**config.mk**
```make
export PLATFORM = sky130hd
export DESIGN_NAME = coarse_atan2_angle_unit
export DESIGN_NICKNAME = d
export VERILOG_FILES = /design/src/sv/caa_pkg.sv /design/src/sv/caa_band_cmp.sv /design/src/sv/coarse_atan2_angle_unit.sv
export SDC_FILE = /design/constraint.sdc
export NUM_CORES = 1
export LEC_CHECK = 0
export CAP_MARGIN = 20
export CORE_ASPECT_RATIO = 0.9
export CORE_MARGIN = 10
export CORE_UTILIZATION = 27
export CTS_CLUSTER_DIAMETER = 30
export DETAILED_ROUTE_END_ITERATION = 10
export DONT_BUFFER_PORTS = 1
export PLACE_DENSITY = 0.46
export SYNTH_ARGS = -nofsm -noshare
export SYNTH_HDL_FRONTEND = slang
export SYNTH_SLANG_ARGS = --single-unit
```
**constraint.sdc**
```tcl
create_clock -name clk -period 6 [get_ports clk]
set_clock_uncertainty 0.1 [all_clocks]
set_input_delay 1.2 -clock clk [delete_from_list [all_inputs] [get_ports clk]]
set_output_delay 1.2 -clock clk [all_outputs]
set_load 0.05 [all_outputs]
```
**src/sv/caa_pkg.sv**
```systemverilog
// ----------------------------------------------------------------------------
// caa_pkg
// Shared constants, types and tables for the coarse atan2 angle unit.
// ----------------------------------------------------------------------------
package caa_pkg;

  localparam int IN_W     = 11;  // component width, two's complement
  localparam int MAG_W    = 11;  // magnitude width, holds 1024
  localparam int ANGLE_W  = 13;  // angle width, two's complement
  localparam int NUM_BNDS = 9;   // band upper bounds
  localparam int BAND_W   = 4;   // band index 0..9
  localparam int BND_W    = 9;   // widest bound is 365
  localparam int PROD_W   = BND_W + MAG_W;  // bound * |adj|

  localparam logic [ANGLE_W-1:0] QUARTER = ANGLE_W'(1225);
  localparam logic [ANGLE_W-1:0] HALF    = ANGLE_W'(2450);

  // sign and special-case flags carried down the pipe
  typedef struct packed {
    logic opp_pos;   // opposite > 0
    logic adj_zero;  // adjacent == 0
    logic adj_neg;   // adjacent < 0
  } caa_ctl_t;

  function automatic logic [BND_W-1:0] band_bound(input logic [BAND_W-1:0] idx);
    logic [BND_W-1:0] b;
    case (idx)
      4'd0:    b = 9'd3;
      4'd1:    b = 9'd9;
      4'd2:    b = 9'd15;
      4'd3:    b = 9'd22;
      4'd4:    b = 9'd32;
      4'd5:    b = 9'd45;
      4'd6:    b = 9'd69;
      4'd7:    b = 9'd120;
      default: b = 9'd365;
    endcase
    return b;
  endfunction

  function automatic logic [ANGLE_W-1:0] mag_pos(input logic [BAND_W-1:0] band);
    logic [ANGLE_W-1:0] m;
    case (band)
      4'd0:    m = 13'd0;
      4'd1:    m = 13'd137;
      4'd2:    m = 13'd274;
      4'd3:    m = 13'd411;
      4'd4:    m = 13'd548;
      4'd5:    m = 13'd685;
      4'd6:    m = 13'd822;
      4'd7:    m = 13'd959;
      4'd8:    m = 13'd1096;
      default: m = 13'd1225;
    endcase
    return m;
  endfunction

  function automatic logic [ANGLE_W-1:0] mag_neg(input logic [BAND_W-1:0] band);
    logic [ANGLE_W-1:0] m;
    case (band)
      4'd0:    m = 13'd2450;
      4'd1:    m = 13'd2313;
      4'd2:    m = 13'd2176;
      4'd3:    m = 13'd2039;
      4'd4:    m = 13'd1902;
      4'd5:    m = 13'd1765;
      4'd6:    m = 13'd1628;
      4'd7:    m = 13'd1493;
      4'd8:    m = 13'd1356;
      default: m = 13'd1225;
    endcase
    return m;
  endfunction

endpackage

```
**src/sv/caa_band_cmp.sv**
```systemverilog
// ----------------------------------------------------------------------------
// caa_band_cmp
// Band compare stage: tests 32*|opp| >= bound*|adj| for every band bound,
// which equals trunc(32*|opp|/|adj|) >= bound without a divider.
// ----------------------------------------------------------------------------
module caa_band_cmp (
  input  logic                            clk,
  input  logic                            rst_n,
  input  logic                            valid_i,
  input  logic [caa_pkg::MAG_W-1:0]       mo_i,
  input  logic [caa_pkg::MAG_W-1:0]       ma_i,
  input  caa_pkg::caa_ctl_t               ctl_i,
  output logic                            valid_o,
  output logic [caa_pkg::NUM_BNDS-1:0]    ge_o,
  output caa_pkg::caa_ctl_t               ctl_o
);

  logic                          valid_r;
  logic [caa_pkg::NUM_BNDS-1:0]  ge_r, ge_nxt;
  caa_pkg::caa_ctl_t             ctl_r;
  logic [caa_pkg::PROD_W-1:0]    num;

  // scaled opposite, zero-extended to the product width
  assign num = caa_pkg::PROD_W'({mo_i, 5'b00000});

  always_comb begin
    for (int i = 0; i < caa_pkg::NUM_BNDS; i++) begin
      ge_nxt[i] = num >= (caa_pkg::PROD_W'(caa_pkg::band_bound(caa_pkg::BAND_W'(i)))
                          * caa_pkg::PROD_W'(ma_i));
    end
  end

  always_ff @(posedge clk) begin
    if (!rst_n) begin
      valid_r <= 1'b0;
    end else begin
      valid_r <= valid_i;
    end
  end

  always_ff @(posedge clk) begin
    ge_r  <= ge_nxt;
    ctl_r <= ctl_i;
  end

  assign valid_o = valid_r;
  assign ge_o    = ge_r;
  assign ctl_o   = ctl_r;

endmodule

```
**src/sv/coarse_atan2_angle_unit.sv**
```systemverilog
// ----------------------------------------------------------------------------
// coarse_atan2_angle_unit
// Coarse table arctangent of a signed opposite/adjacent pair, 4900 units
// per full circle.
// ----------------------------------------------------------------------------
//  channel  ports                               handshake
//  input    in_opposite, in_adjacent            start && !busy
//  result   out_angle                           out_valid, one cycle
//
//  One beat enters per cycle; busy is always low.
//  Pipeline stages: magnitude stage, band compare stage, table stage.
//  Reset clears the valid pipeline only; no data state survives an item.
//  The receiver cannot stall, so each result shows for exactly one cycle.
// ----------------------------------------------------------------------------
module coarse_atan2_angle_unit (
  input  logic                               clk,
  input  logic                               rst_n,
  input  logic                               start,
  output logic                               busy,
  input  logic signed [caa_pkg::IN_W-1:0]    in_opposite,
  input  logic signed [caa_pkg::IN_W-1:0]    in_adjacent,
  output logic                               out_valid,
  output logic signed [caa_pkg::ANGLE_W-1:0] out_angle
);

  logic                          s1_valid_r;
  logic [caa_pkg::MAG_W-1:0]     mo_r, mo_nxt, ma_r, ma_nxt;
  caa_pkg::caa_ctl_t             s1_ctl_r, s1_ctl_nxt;

  logic                          s2_valid;
  logic [caa_pkg::NUM_BNDS-1:0]  s2_ge;
  caa_pkg::caa_ctl_t             s2_ctl;

  logic                          out_valid_r;
  logic [caa_pkg::ANGLE_W-1:0]   angle_r, angle_nxt;
  logic [caa_pkg::BAND_W-1:0]    band;
  logic [caa_pkg::ANGLE_W-1:0]   mag;

  assign busy = 1'b0;

  // stage 1: magnitudes and sign flags
  always_comb begin
    mo_nxt = in_opposite[caa_pkg::IN_W-1] ? caa_pkg::MAG_W'(~in_opposite + 1'b1)
                                          : caa_pkg::MAG_W'(in_opposite);
    ma_nxt = in_adjacent[caa_pkg::IN_W-1] ? caa_pkg::MAG_W'(~in_adjacent + 1'b1)
                                          : caa_pkg::MAG_W'(in_adjacent);
    s1_ctl_nxt.opp_pos  = !in_opposite[caa_pkg::IN_W-1] && (in_opposite != '0);
    s1_ctl_nxt.adj_zero = (in_adjacent == '0);
    s1_ctl_nxt.adj_neg  = in_adjacent[caa_pkg::IN_W-1];
  end

  always_ff @(posedge clk) begin
    if (!rst_n) begin
      s1_valid_r <= 1'b0;
    end else begin
      s1_valid_r <= start && !busy;
    end
  end

  always_ff @(posedge clk) begin
    mo_r     <= mo_nxt;
    ma_r     <= ma_nxt;
    s1_ctl_r <= s1_ctl_nxt;
  end

  // stage 2: band compares
  caa_band_cmp u_cmp (
    .clk     (clk),
    .rst_n   (rst_n),
    .valid_i (s1_valid_r),
    .mo_i    (mo_r),
    .ma_i    (ma_r),
    .ctl_i   (s1_ctl_r),
    .valid_o (s2_valid),
    .ge_o    (s2_ge),
    .ctl_o   (s2_ctl)
  );

  // stage 3: band index, table lookup, sign
  always_comb begin
    // compares form a thermometer code, so the count is the band
    band = caa_pkg::BAND_W'($countones(s2_ge));
    mag  = s2_ctl.adj_neg ? caa_pkg::mag_neg(band) : caa_pkg::mag_pos(band);
    if (s2_ctl.adj_zero) begin
      angle_nxt = s2_ctl.opp_pos ? caa_pkg::QUARTER : -caa_pkg::QUARTER;
    end else if (band == '0) begin
      angle_nxt = s2_ctl.adj_neg ? caa_pkg::HALF : '0;
    end else begin
      angle_nxt = s2_ctl.opp_pos ? mag : -mag;
    end
  end

  always_ff @(posedge clk) begin
    if (!rst_n) begin
      out_valid_r <= 1'b0;
    end else begin
      out_valid_r <= s2_valid;
    end
  end

  always_ff @(posedge clk) begin
    angle_r <= angle_nxt;
  end

  assign out_valid = out_valid_r;
  assign out_angle = $signed(angle_r);

  // a result beat only follows an accepted beat, through each stage
  a_latency: assert property (@(posedge clk) disable iff (!rst_n)
    out_valid |-> $past(start && !busy, 3))
    else $error("result beat without matching input beat");

  a_range: assert property (@(posedge clk) disable iff (!rst_n)
    out_valid |-> (out_angle >= -13'sd2450) && (out_angle <= 13'sd2450))
    else $error("angle out of range");

  a_zero_adj: assert property (@(posedge clk) disable iff (!rst_n)
    out_valid && ($past(in_adjacent, 3) == '0)
      |-> (out_angle == 13'sd1225) || (out_angle == -13'sd1225))
    else $error("zero adjacent did not give a quarter turn");

  a_zero_opp: assert property (@(posedge clk) disable iff (!rst_n)
    out_valid && ($past(in_opposite, 3) == '0) && ($past(in_adjacent, 3) != '0)
      |-> (out_angle == 13'sd0) || (out_angle == 13'sd2450))
    else $error("zero opposite did not land in band zero");

endmodule
```
### Word level (Yosys, flattened, before mapping)

Memories as Yosys holds them, arrays and structs flattened.
Cells that the tools add are included.

* memories kept: 2
* register bits: 53
* word-level logic and storage cells: 60
* RAM bits: 0
* memory bits (read-only): 368
* input bits: 25
* bits in latches: 0
* output and inout bits: 15

Memories
* (no name shown): depth 16, width 12, read ports 1, clocked after Yosys merged registers in 0, wr ports 0, RTL line caa_pkg.sv:60 `case (band)`
* (no name shown): depth 16, width 11, read ports 1, clocked after Yosys merged registers in 0, wr ports 0, RTL line caa_pkg.sv:43 `case (band)`

* equal/unequal tests: 0
* bitwise gates (word level): 2
* div/mod/pow operators: 0
* shift-type cells: 0
* $add $sub $neg: 11
* $lt $le $gt $ge: 9
* reductions and logical operators: 5
* multiplexer cells: 8
* multipliers: 8

Operators by type and width (number)
* greater-or-equal comparator 16 x 20 -> 1 bit: 8
* two-way mux 13 bit: 5
* multiplier 4 x 11 -> 15 bit (first input constant): 4
* adder 11 x 1 -> 11 bit (second input constant): 2
* inverter 11 bit: 2
* multiplier 9 x 11 -> 20 bit (first input constant): 1
* two-way mux 10 bit: 2
* multiplier 7 x 11 -> 18 bit (first input constant): 1
* multiplier 6 x 11 -> 17 bit (first input constant): 1
* greater-or-equal comparator 16 bit: 1
* multiplier 2 x 11 -> 13 bit (first input constant): 1
* negation 13 bit: 1
* two-way mux 12 bit: 1
* zero test 11 bit: 1
* nonzero test 11 bit: 1
* adder 1 x 1 -> 2 bit: 4
* adder 2 x 2 -> 3 bit: 2
* adder 3 x 3 -> 4 bit: 1
* adder 4 x 1 -> 4 bit: 1
* zero test 4 bit: 1
* logical AND 1 bit: 1
* zero test 1 bit: 1

### Longest topological paths before layout

An unclocked memory read counts as a cell.

* depth after elaboration: 10
* depth in mapped cells: 21
* mapped depth without buffers: 21

### Cells and area by module

From an unflattened synthesis, not the netlist that was laid out.

* cells, all modules: 1195
* area total of the unflattened synthesis: 10552.6 µm²

By module, submodules not included
* caa_band_cmp: instances 1, cells an instance 929, area each 8267.9 µm², seq. area each 260.2 µm²
* coarse_atan2_angle_unit: instances 1, cells an instance 266, area each 2284.7 µm², seq. area each 800.8 µm²

### Least setup slack after synthesis

No wires, ideal clock.

* path kind: register to register
* start: register ma_r[7] (netlist name)
* end: register u_cmp.ge_r (netlist bit u_cmp.ge_o[8])
* clock period less this slack: 4.878 ns
* library setup time: 0.091 ns
* buffers on the path: 0
* arrival time: 4.687 ns
* required time: 5.809 ns
* setup slack: 1.122 ns
* stages on the path, launching flop included: 20
* path through: dfxtp_1 ha_1 inv_1 fa_1 fa_1 fa_1 inv_1 ha_1 nor2b_1 o31a_1 o21ai_0 nand2b_1 a21o_1 a21oi_1 xor2_1 ha_1 nand3_1 a21oi_1 o32ai_1 a311oi_1

* word-level cells in the longest chain between the ends: 2

RTL lines
* start, declared: RTL line coarse_atan2_angle_unit.sv:27 `logic [caa_pkg::MAG_W-1:0] mo_r, mo_nxt, ma_r, ma_nxt;`
* start signal, assigned: RTL line coarse_atan2_angle_unit.sv:62 `ma_r <= ma_nxt;`
* multiplier 9 x 11 -> 20 bit: RTL line caa_band_cmp.sv:29 `* caa_pkg::PROD_W'(ma_i));`
* greater-or-equal comparator 16 x 20 -> 1 bit: RTL line caa_band_cmp.sv:28 `ge_nxt[i] = num >= (caa_pkg::PROD_W'(caa_pkg::band_bound(caa_pkg::BAND_W'(i)))`
* net u_cmp.ge_nxt (one bit): RTL line caa_band_cmp.sv:19 `logic [caa_pkg::NUM_BNDS-1:0] ge_r, ge_nxt;`
* end signal, assigned: RTL line caa_band_cmp.sv:42 `ge_r <= ge_nxt;`
* end, declared: RTL line caa_band_cmp.sv:19

The timed path passes the listed nets, and every way through them passes these cells.
A chain may end at the register's enable or synchronous reset.

### Worst setup path in the final report

* start: register u_cmp.ge_r (netlist bit u_cmp.ge_o[0])
* end: register angle_r (netlist bit out_angle[11])

* word-level cells in the longest chain between the ends: 10
* elaborated cells on any way between the ends: 12
* classes of those cells: 5 x add/sub; 4 x mux; 1 x reduce/logical; 2 x memory

RTL lines
* adder 1 x 1 -> 2 bit (not written as such) (*): RTL line coarse_atan2_angle_unit.sv:82 `band = caa_pkg::BAND_W'($countones(s2_ge));`
* adder 2 x 2 -> 3 bit (not written as such) (*): RTL line coarse_atan2_angle_unit.sv:82
* adder 3 x 3 -> 4 bit (not written as such) (*): RTL line coarse_atan2_angle_unit.sv:82
* adder 4 x 1 -> 4 bit (not written as such) (*): RTL line coarse_atan2_angle_unit.sv:82
* memory read (16 x 11 bit) / memory read (16 x 12 bit) (equally long branches)
* two-way mux 13 bit: RTL line coarse_atan2_angle_unit.sv:83 `mag = s2_ctl.adj_neg ? caa_pkg::mag_neg(band) : caa_pkg::mag_pos(band);`
* negation 13 bit: RTL line coarse_atan2_angle_unit.sv:89 `angle_nxt = s2_ctl.opp_pos ? mag : -mag;`
* two-way mux 13 bit: RTL line coarse_atan2_angle_unit.sv:89
* two-way mux 13 bit (*): RTL line coarse_atan2_angle_unit.sv:86 `end else if (band == '0) begin`
* two-way mux 13 bit (*): RTL line coarse_atan2_angle_unit.sv:84 `if (s2_ctl.adj_zero) begin`
* net angle_nxt (one bit): RTL line coarse_atan2_angle_unit.sv:35 `logic [caa_pkg::ANGLE_W-1:0] angle_r, angle_nxt;`
* end signal, assigned: RTL line coarse_atan2_angle_unit.sv:102 `angle_r <= angle_nxt;`
* end, declared: RTL line coarse_atan2_angle_unit.sv:35

The timed path passes the listed nets; every way through them passes the cells marked *.

==> flow_summary.ini <==
[clocking]
root_buffer = clkbuf_16
cts_hold_buf = 0
clockBufferDepth = 2
clock_sinks = 53
cts_tree = built
clock_latency_ns = 0.32
cts_setup_buffers = 0
cts_made_buffers = 5
h-tree-depth = 2
cts_resized = 0
clk_pin_slew_ns = 0.10

[yosys]
synth_cell_types = 71
synthesis.area_sq_mm = 0.0103
synth_ff_type = dfxtp_1
ys_warn_count = 0
ys_ff_latch = 53
async_flop_share_pct = 0
synth-edff-count = 0
synth_xor_area_share_pct = 6.94
synth_top_family_by_area = adder cells
synthSimpleGateAreaFrac_pct = 11.3
yosysSeqAreaShare_pct = 10.3
synth_compound_area_share_pct = 18.6
yosys.area_share.adder_pct = 44.9
synth_cells = 1183
syn_nets = 1531
syn_area_per_cell_sq_um = 8.75
synth.mux.area_fraction_pct = 0.556

[timing]
setup_viol = 0
worst_slew_pin_slew_ns = 0.926
fmax_mhz = 183
rsz0062_at_grt = no
finalHoldViolations = 0
maxSlewViolCount = 0
setup_tns_ns = 0
fin_crit_ns = 5.48
period_share_pct = 91.3
finalWorstSetupSlack_ns = 0.522
maxSlewHeadroom_pct = 38.0

[layout]
fin_cells = 1674
final_nets = 1538
syn_to_final_growth_pct = 7.61
drive_gt1_share_pct = 3.19
antenna_cells = 0
finalInstanceArea_sq_mm = 0.0111
nFillCells = 4024

[setup_path]
r2r_end = out_angle[11]
cpMostUsedCell = fa_1
worst-r2r-setup-slack_ns = 0.52
slowest_stage = xor2_1
required_ns = 6.13
startpoint_type = register
crit_chain = fa_1, inv_1, fa_1, fa_1, fa_1, fa_1, xor2_1, nand2_1, o211ai_1, and3_4, nand4_4, nor4_4, mux2_4, a221oi_2
ff2ff_path_depth = 14
arrival_ns = 5.61
regToRegStartpoint = u_cmp.ge_o[0]
cpPeakStageDelay_ns = 0.78
crit_type = reg2reg
worst-path-max-fanout = 14
end_kind = register
crit_path_start = u_cmp.ge_o[0]

[grt]
grt.total_usage_pct = 12.6
antenna_found_initial = 0
grt-ovfl-total = 0
grt_max_degree = 21
grt_pass1_vias = 8186
grt_pass1_wl_microns = 46100

[routing]
dr.pass1.iters = 5
wl_per_cell_microns = 17.1
wl_met2_microns = 12500
routed_wl_microns = 28700
drt.antenna.violating_nets = 0
drt_iter0_markers = 392
top_layer_used = met4
wl_met3_microns = 1000
vias = 8172
viasPerCell = 4.88
drc = 0
wl_met1_microns = 14900

[floorplanning]
die_w_microns = 226
start_util_pct = 27.6
core-area_sq_mm = 0.0376
fp.dieH_microns = 206
rows = 67
io_pins = 40
die_area_sq_mm = 0.0466

[worst_hold_path]
min_from = s1_ctl_r[0]
holdPathStages = 0
min_path_type = reg2reg
hold_path_end = u_cmp.ctl_o[0]

[placement]
placement.io_buffers = 0
post-place-ws_ns = 0.581
placedInstanceArea_sq_mm = 0.0110
dp.cells = 1666
hpwl_microns = 23700
place.gp.congestion = 0.843

[run]
drv_cap = 0

[status]
outcome = complete, no violations
-- worst max-delay path, delay by kind of cell, from the launching register on --
kind / cells / cell delay, ns
compound gates: 2 / 0.46
xor+xnor: 1 / 0.78
fa+ha+maj: 5 / 2.33
buf+inv: 1 / 0.05
flops: 1 / 0.32
mux: 1 / 0.33
simple gates: 4 / 1.02
-- flip-flops by register name, summed over array words and instances (netlist names) --
register,cells
mo_r,11
s1_valid_r,1
out_valid,1
u_cmp.valid_o,1
u_cmp.ge_o,9
s1_ctl_r,3
out_angle,13
u_cmp.ctl_o,3
ma_r,11
-- logic make-up (layout without fill, tap and decap cells) --
group | after synthesis | in the layout
flops | 53 | 53
mux | 4 | 4
fa+ha+maj | 323 | 323
other cells | 1 | 1
compound gates | 287 | 287
buf+inv | 202 | 210
simple gates | 231 | 231
xor+xnor | 82 | 82
-- stage by stage --
stage / util, % / hold WS [ns]
after global routing: 29.7 / 0.235
after detailed placement: 29.3 / 0.213
after floorplan: - / 0.210
after global placement: 29.3 / 0.213
final: 29.7 / 0.238
after CTS: 29.7 / 0.238
-- worst max-delay path by stage --
stage / cells after the start / slack [ns] / to
2_1_floorplan: 19 / 1.12 / u_cmp.ge_o[8]
3_3_place_gp: 14 / 0.71 / out_angle[11]
3_5_place_dp: 14 / 0.58 / out_angle[11]
4_1_cts: 14 / 0.56 / out_angle[11]
5_1_grt: 19 / 0.16 / u_cmp.ge_o[5]
6_report: 14 / 0.52 / out_angle[11]
-- placed cells by master (no fill, tap or decap), drive strengths merged, types with 12 or more instances in the layout --
cell type  synthesis  final
nor3              12     12
nand2b            23     23
a21o              42     42
ha               243    243
xnor2             48     48
nand2             65     65
nand3             19     19
dfxtp             53     53
a21oi             73     73
nor2b             15     15
nor2              49     49
inv              191    192
fa                80     80
o21ai             65     65
o21a              14     14
xor2              34     34
-- metal layers --
layer,vias to the layer above,global-route usage (%)
met1,3889,18.4
met2,146,19.6
li1,4127,-
met5,-,0
met4,0,1.68
met3,10,1.76
-- cell type report --
cell class	count	area (sq um)	share of cell area (%)
multi-input cells	928	8520	76.5
flip-flops and latches	53	1060	9.53
inverters	191	717	6.44
well taps	483	604	5.43
clock buffers	5	125	1.12
repair buffers	11	82.6	0.742
clock inverters	3	25.0	0.225
-- synth_stat cells (6+ instances only) --
cell type	count	area (sq um)
ha_1	243	3040
inv_1	191	717
fa_1	80	1600
a21oi_1	72	360
nand2_1	64	240
o21ai_0	61	305
dfxtp_1	53	1060
nor2_1	49	184
xnor2_1	48	420
a21o_1	42	315
xor2_1	34	298
nand2b_1	23	144
nand3_1	19	95.1
nor2b_1	15	93.8
o21a_1	14	105
nor3_1	12	60.1
a211oi_1	10	75.1
nand4_1	9	56.3
nor4_1	9	56.3
o31ai_1	9	67.6
a31oi_1	8	50.1
clkbuf_1	7	26.3
o21bai_1	7	52.6
and2_1	6	37.5
o41ai_1	6	52.6
or3_1	6	37.5
Power is not shown: default switching activity piles up to over one toggle a cycle in this logic, so the estimate is an artifact.
